File: src/hdl/pabl_pkg.sv
// Shared types and constants for the premultiplied ARGB overlay blend unit.
// No dependencies.
package pabl_pkg;

   localparam int CoefBits = 18;
   localparam int RowBits  = 3 * CoefBits;
   localparam int TBits    = 40;

   // twice the range scale, and (2*offset+1) for the rounding numerator
   localparam logic [9:0] LumaScaleLim  = 10'd438;
   localparam logic [9:0] LumaScaleFull = 10'd510;
   localparam logic [9:0] ChromaScaleLim  = 10'd448;
   localparam logic [9:0] ChromaScaleFull = 10'd510;
   localparam logic [8:0] LumaOffLim  = 9'd33;
   localparam logic [8:0] LumaOffFull = 9'd1;
   localparam logic [8:0] ChromaOff   = 9'd257;

   typedef enum logic [2:0] {
      CSR_COEF_LUMA = 3'd0,
      CSR_COEF_CB   = 3'd1,
      CSR_COEF_CR   = 3'd2,
      CSR_LIMITED   = 3'd3
   } csr_index_type;

   typedef struct packed {
      logic en;
      logic lim;
   } ctl_type;

   typedef struct packed {
      logic [3:0][7:0] a;
      logic [3:0][7:0] dy;
      logic [7:0]      dcb;
      logic [7:0]      dcr;
   } side_type;

endpackage

File: src/hdl/pabl_merge.sv
// Merge stage: per-pixel luma blend, chroma and alpha averaging, chroma blend.
// Two pipeline stages. Uses pabl_pkg.
module pabl_merge (
   input  logic                clock,
   input  pabl_pkg::ctl_type   ctl,
   input  logic [3:0][7:0]     y,
   input  logic [3:0][7:0]     cb,
   input  logic [3:0][7:0]     cr,
   input  pabl_pkg::side_type  side,
   output logic [3:0][7:0]     out_y,
   output logic [7:0]          out_cb,
   output logic [7:0]          out_cr
);
   import pabl_pkg::*;

   function automatic logic [7:0] div255(input logic [16:0] x);
      logic [17:0] s;
      s = 18'(x) + 18'(x[16:8]) + 18'd1;
      return s[15:8];
   endfunction

   logic [16:0] py_ff [4];
   logic [16:0] pcb_ff, pcr_ff;
   logic [9:0]  cb_sum, cr_sum, a_sum;
   logic [7:0]  cb_m, cr_m, a_m;

   assign cb_sum = 10'(cb[0]) + 10'(cb[1]) + 10'(cb[2]) + 10'(cb[3]);
   assign cr_sum = 10'(cr[0]) + 10'(cr[1]) + 10'(cr[2]) + 10'(cr[3]);
   assign a_sum  = 10'(side.a[0]) + 10'(side.a[1]) + 10'(side.a[2]) + 10'(side.a[3]);
   assign cb_m = cb_sum[9:2];
   assign cr_m = cr_sum[9:2];
   assign a_m  = a_sum[9:2];

   always_ff @(posedge clock) begin
      if (ctl.en) begin
         for (int i = 0; i < 4; i++)
            py_ff[i] <= 17'(side.dy[i]) * 17'(8'd255 - side.a[i])
                      + 17'(y[i]) * 17'(side.a[i]);
         pcb_ff <= 17'(side.dcb) * 17'(8'd255 - a_m) + 17'(cb_m) * 17'(a_m);
         pcr_ff <= 17'(side.dcr) * 17'(8'd255 - a_m) + 17'(cr_m) * 17'(a_m);
         for (int i = 0; i < 4; i++)
            out_y[i] <= div255(py_ff[i]);
         out_cb <= div255(pcb_ff);
         out_cr <= div255(pcr_ff);
      end
   end

endmodule

File: config.mk
export PLATFORM = sky130hd
export DESIGN_NAME = pabl_merge
export DESIGN_NICKNAME = d
export VERILOG_FILES = /design/src/hdl/pabl_pkg.sv /design/src/hdl/pabl_merge.sv
export SDC_FILE = /design/constraint.sdc
export NUM_CORES = 2
export LEC_CHECK = 0
export BUFFER_PORTS_ARGS = -buffer_cell sky130_fd_sc_hd__buf_2
export CAP_MARGIN = 10
export CORE_MARGIN = 8
export CORE_UTILIZATION = 35
export DETAILED_ROUTE_END_ITERATION = 7
export GPL_TIMING_DRIVEN = 1
export PLACE_DENSITY_LB_ADDON = 0.08
export RECOVER_POWER = 50
export SYNTH_ARGS = -nofsm -noshare
export SYNTH_HDL_FRONTEND = slang
export SYNTH_SLANG_ARGS = --single-unit
File: constraint.sdc
create_clock -name clock -period 12.65 [get_ports clock]
set_input_delay 1.265 -clock clock [delete_from_list [all_inputs] [get_ports clock]]
set_output_delay 1.265 -clock clock [all_outputs]
set_load 0.01 [all_outputs]
* Word-level counts from Yosys, hierarchy flattened
Memory sizes are Yosys's and may differ from the RTL's.
Cells that the tools add are included.
** Word-level totals
- Register bits :: 82
- RAM bits :: 68
- Bits of input ports :: 179
- Output and inout port bits :: 48
- Word-level logic and storage cells :: 55
- Memories :: 1
** Memory list
- py_ff :: depth 4, width 17, rd ports 4, clocked after memory_dff 0, wr ports 4, line pabl_merge.sv:22 : logic [16:0] py_ff [4];
** Operators by class
- Add/subtract/negate cells :: 32
- Multipliers :: 12
- Muxes and demuxes :: 2
** Operators by type and width (number)
- $add 17x16->17 :: 6
- $add 16x1->16 const B :: 6
- $add 16x9->16 :: 6
- $mul 8x8->16 :: 6
- $mul 9x9->17 :: 5
- $sub 8x8->9 const A :: 5
- $add 10x8->10 :: 3
- $add 9x8->10 :: 3
- $add 8x8->9 :: 3
- $mul 8x17->17 :: 1
- $mux 1 :: 2

* Logic depth before layout (Yosys ltp)
- Depth in word-level cells :: 6
- Mapped depth :: 34
- Mapped depth without buffers :: 31

* Least setup slack after synthesis
Ideal clock, no wire load.
- Path type :: input-to-reg
- Start point :: input port side[49] in the netlist's numbering
- End point :: register pcr_ff[15], data pin
- Setup time :: 0.135 ns
- Arrival :: 9.284 ns
- Required time :: 12.515 ns
- Slack :: 3.232 ns
- Stages on the path :: 30
- Path buffers :: 2
- Cells stage by stage :: clkbuf_1 > inv_1 > fa_1 > fa_1 > or3b_2 > fa_1 > nor2b_1 > o21ai_1 > a21boi_1 > o21a_1 > or3_1 > buf_2 > a21boi_1 > fa_1 > inv_1 > fa_1 > inv_1 > fa_1 > fa_1 > fa_1 > inv_1 > fa_1 > inv_1 > ha_1 > a21oi_2 > nor2b_1 > or2_4 > a221o_1 > or4b_1 > nand3_1
** Between the ends
- Cells in the longest elaborated chain, start to end :: 6
- Elaborated cells between the ends (all ways) :: 7
- Those cells by class :: add/sub: 5; mul: 2
** Ends and longest elaborated chain
- start, declared :: line pabl_merge.sv:9 : input pabl_pkg::side_type side,
- $add 8x8->9 (*) :: line pabl_merge.sv:29 : assign a_sum = 10'(side.a[0]) + 10'(side.a[1]) + 10'(side.a[2]) + 10'(side.a[3]);
- $add 9x8->10 (*) :: line pabl_merge.sv:29
- $add 10x8->10 (*) :: line pabl_merge.sv:29
- $sub 8x8->9 :: line pabl_merge.sv:40 : pcr_ff <= 17'(side.dcr) * 17'(8'd255 - a_m) + 17'(cr_m) * 17'(a_m);
- $mul 9x9->17 :: line pabl_merge.sv:40
- $add 17x16->17 (*) :: line pabl_merge.sv:40
- end signal, assigned :: line pabl_merge.sv:40
- end, declared :: line pabl_merge.sv:23 : logic [16:0] pcb_ff, pcr_ff;
Mark *: on every way between the ends. The rest lies on a longest branch, timed or not.
A chain may end at the register's enable or synchronous reset.

* Final worst setup path
- Start point :: input port side[64] in the netlist's numbering
- End point :: register pcr_ff[15], data pin
** Between the ends
- Cells in the longest elaborated chain, start to end :: 5
- Elaborated cells between the ends (all ways) :: 6
- Those cells by class :: add/sub: 4; mul: 2
** Ends and longest elaborated chain (line)
- $add 9x8->10 (*) :: pabl_merge.sv:29
- $add 10x8->10 (*) :: pabl_merge.sv:29
- $sub 8x8->9 :: pabl_merge.sv:40
- $mul 9x9->17 :: pabl_merge.sv:40
- $add 17x16->17 (*) :: pabl_merge.sv:40
Marks and branches as above.

==> metrics.md <==
| Metric | Value |
|---|---|
| Period utilization | 0.807 |
| Setup Skew | ~13 ps |
| Worst Hold Class | register to register |
| Met2 usage | 0.277 |
| Placement Cell Area | 37800 µm² |
| Cts hold-fix bufs | 0 |
| Synth cell types | 70 |
| Die width | between 300 and 400 µm |
| Via count | ~24000 |
| Met3 usage | 0.0234 |
| Nets | roughly 5100 |
| Number of fill cells | 10200 |
| WL final | slightly below 90 mm |
| Status | finished, violations left |
| Violated checks | max-capacitance violations, max-slew violations |
| Area of the multi-input gates | 27200 µm² |
| Hold Fails Final Rpt | 0 |
| Crit Path Category | input port to register |
| Sink Count | 150 |
| Synth top area share | 0.359 |
| Drt pass-1 iters | 5 |
| Final Instance Area | about 38000 µm² |
| Maximum number of pins on one net before global-route repair | 64 |
| Max-cap check violation count | 3 |
| Clock slew at reported path FFs | approximately 70 ps |
| Top cells by area, synth | fa_1 36%, ha_1 18%, edfxtp_1 13% |
| Startpoint types | input port |
| Initial Utilization | 0.352 |
| Ports | 227 |
| GRT Total Usage | 0.166 |
| Chip Height | 333 µm |
| Core Area | 99900 µm² |
| CTS root buffer | clkbuf_16 |
| Post-CTS setup-driven buffer insertion count | 0 |
| Cell taking the most area after synthesis | fa_1 |
| Worst Tran Pin Value | 3550 ps |
| FF/Latch Area | ~4500 µm² |
| Antenna-violating nets left | 0 |
| WP buf/inv | 6 |
| Most Crowded Layer GR | met2 |
| Post-route DRC | 0 |
| Placed cell count | between 5000 and 6000 |
| CP dominant cell by count | fa_1 |
| First-pass GRT wire length | approximately 150 mm |
| Crit-path leading delay family | adder cells |
| GR met1 Demand/Resource | 0.232 |
| Overall die area | approximately 110000 µm² |
| Syn Inst Count | roughly 3600 |
| Routed len/inst | between 15 and 20 µm |
| GP Congestion | around 0.8 |
| Synth Register Bits | 150 |
| Fmax | roughly 100 MHz |
| Post-CTS sizing | 0 |
| Max-slew violation count | approximately 160 |
| CP Max Fanout | 12 |
| Port bufs | 225 |
| H-tree depth | 4 |
| Ys async rst share | 0 |
| Deepest clock path buffer count | 2 |
| Unrepaired setup endpoints after global routing | false |
| Seq/Total Area, Yosys | 0.128 |
| Warnings, synthesis | 0 |
| Req. time, crit path | roughly 13000 ps |
| Share of layout cells above drive strength 1 | 0.0752 |
| EDFF count, synth | 150 |
| Clock period minus worst slack | 10210 ps |
| Max incr delay on CP | a little under 600 ps |
| Synthesized area per cell | just under 10 µm² |
| Vias in the first global route | 26400 |
| P&R area growth vs syn | 9.01% |
| Mapped Area | around 35000 µm² |
| CP Capture Type | register |
| Post-DR vias/cell | approximately 4.7 |
| Initial antenna violation count | 6 |
| Final setup fails | 0 |
| Total gr overflow | 0 |
| DPL Wire Length | 74.4 mm |
| TritonCTS buffer count | 17 |
| Critical Path AT | 10580 ps |
| DR iter-0 viols | roughly 970 |
| Ys flop type | edfxtp_1 |
| Clk_lat worst skew | around 500 ps |
| Worst rel slew slack | -1.37 |
| CTS tree | done |
| Crit-path slowest cell | fa_1 |
| Floorplan row count | between 100 and 150 |
| Sum Neg Setup Slack | 0 ps |
| Layout Cells excl Fill | between 5000 and 6000 |
## through the flow
stage           util  hold WS (ps)  setup WS [ps]
2_1_floorplan      -           554           3230
3_3_place_gp   0.379           600           2310
3_5_place_dp   0.379           592           2290
4_1_cts        0.384           616           2900
5_1_grt        0.384           638           2040
6_report       0.384           603           2440
## path summary, 6_finish.rpt
| path | slack (ps) | startpoint | depth (start not counted) | to |
|---|---|---|---|---|
| setup / recovery | 2440 | side[64] | 29 | pcr_ff[15] |
| hold / removal | 600 | py_ff[3][15] | 1 | out_y[31] |
| setup reg to reg | 9810 | py_ff[3][10] | 7 | out_y[31] |
| hold reg to reg | 600 | py_ff[3][15] | 1 | out_y[31] |
## kinds of logic (layout without fill, tap and decap cells)
family,Yosys count,in the layout,share of synthesized area
fa+ha+maj,1124,1124,0.535
simple gates,998,998,0.147
buf+inv,914,1113,0.0978
compound gates,304,304,0.0555
flops,150,150,0.128
xor+xnor,142,142,0.0354
mux,6,6,0.00185
other cells,1,8,0.000107
## area by class of cell
cell class | instances | area share
Antenna cell | 3 | 0.000196
Multi-Input combinational cell | 2579 | 0.711
Timing Repair Buffer | 238 | 0.0316
Clock buffer | 17 | 0.0111
Tap cell | 1298 | 0.0424
Inverter | 844 | 0.0827
Sequential cell | 150 | 0.118
Clock inverter | 14 | 0.00362
## sequential cells by signal, summed over array words and instances (netlist names)
name	count
out_cb	8
out_cr	8
out_y	32
pcb_ff	17
pcr_ff	17
py_ff	68
## cell usage in the layout (no fill, tap or decap), drive strengths merged, types with 37 or more instances in the layout
cell type,n
nor2b,145
ha,494
xnor2,98
o21ai,71
inv,852
xor2,44
nand2,319
a21oi,89
nor2,105
nand3,45
edfxtp,150
buf,231
nor3,41
nand2b,37
fa,630
and2,221
## cell usage after synthesis, types with 45 or more instances
cell      instances
nand2_1         319
a21oi_1          88
nor2b_1         145
ha_1            494
inv_1           844
and2_1          221
nand3_1          45
clkbuf_1         59
nor2_1          105
xnor2_1          98
edfxtp_1        150
fa_1            630
o21ai_0          55
## layer usage
metal | share of wire | wire (µm)
met3 | 0.033 | 2960
met1 | 0.49 | 43200
met2 | 0.47 | 41900
met5 | 0.00016 | 14
met4 | 0.0098 | 871
Power is left out: the tool's default activity adds up to more than one toggle a clock period on the data nets, which glitch-free logic cannot reach.
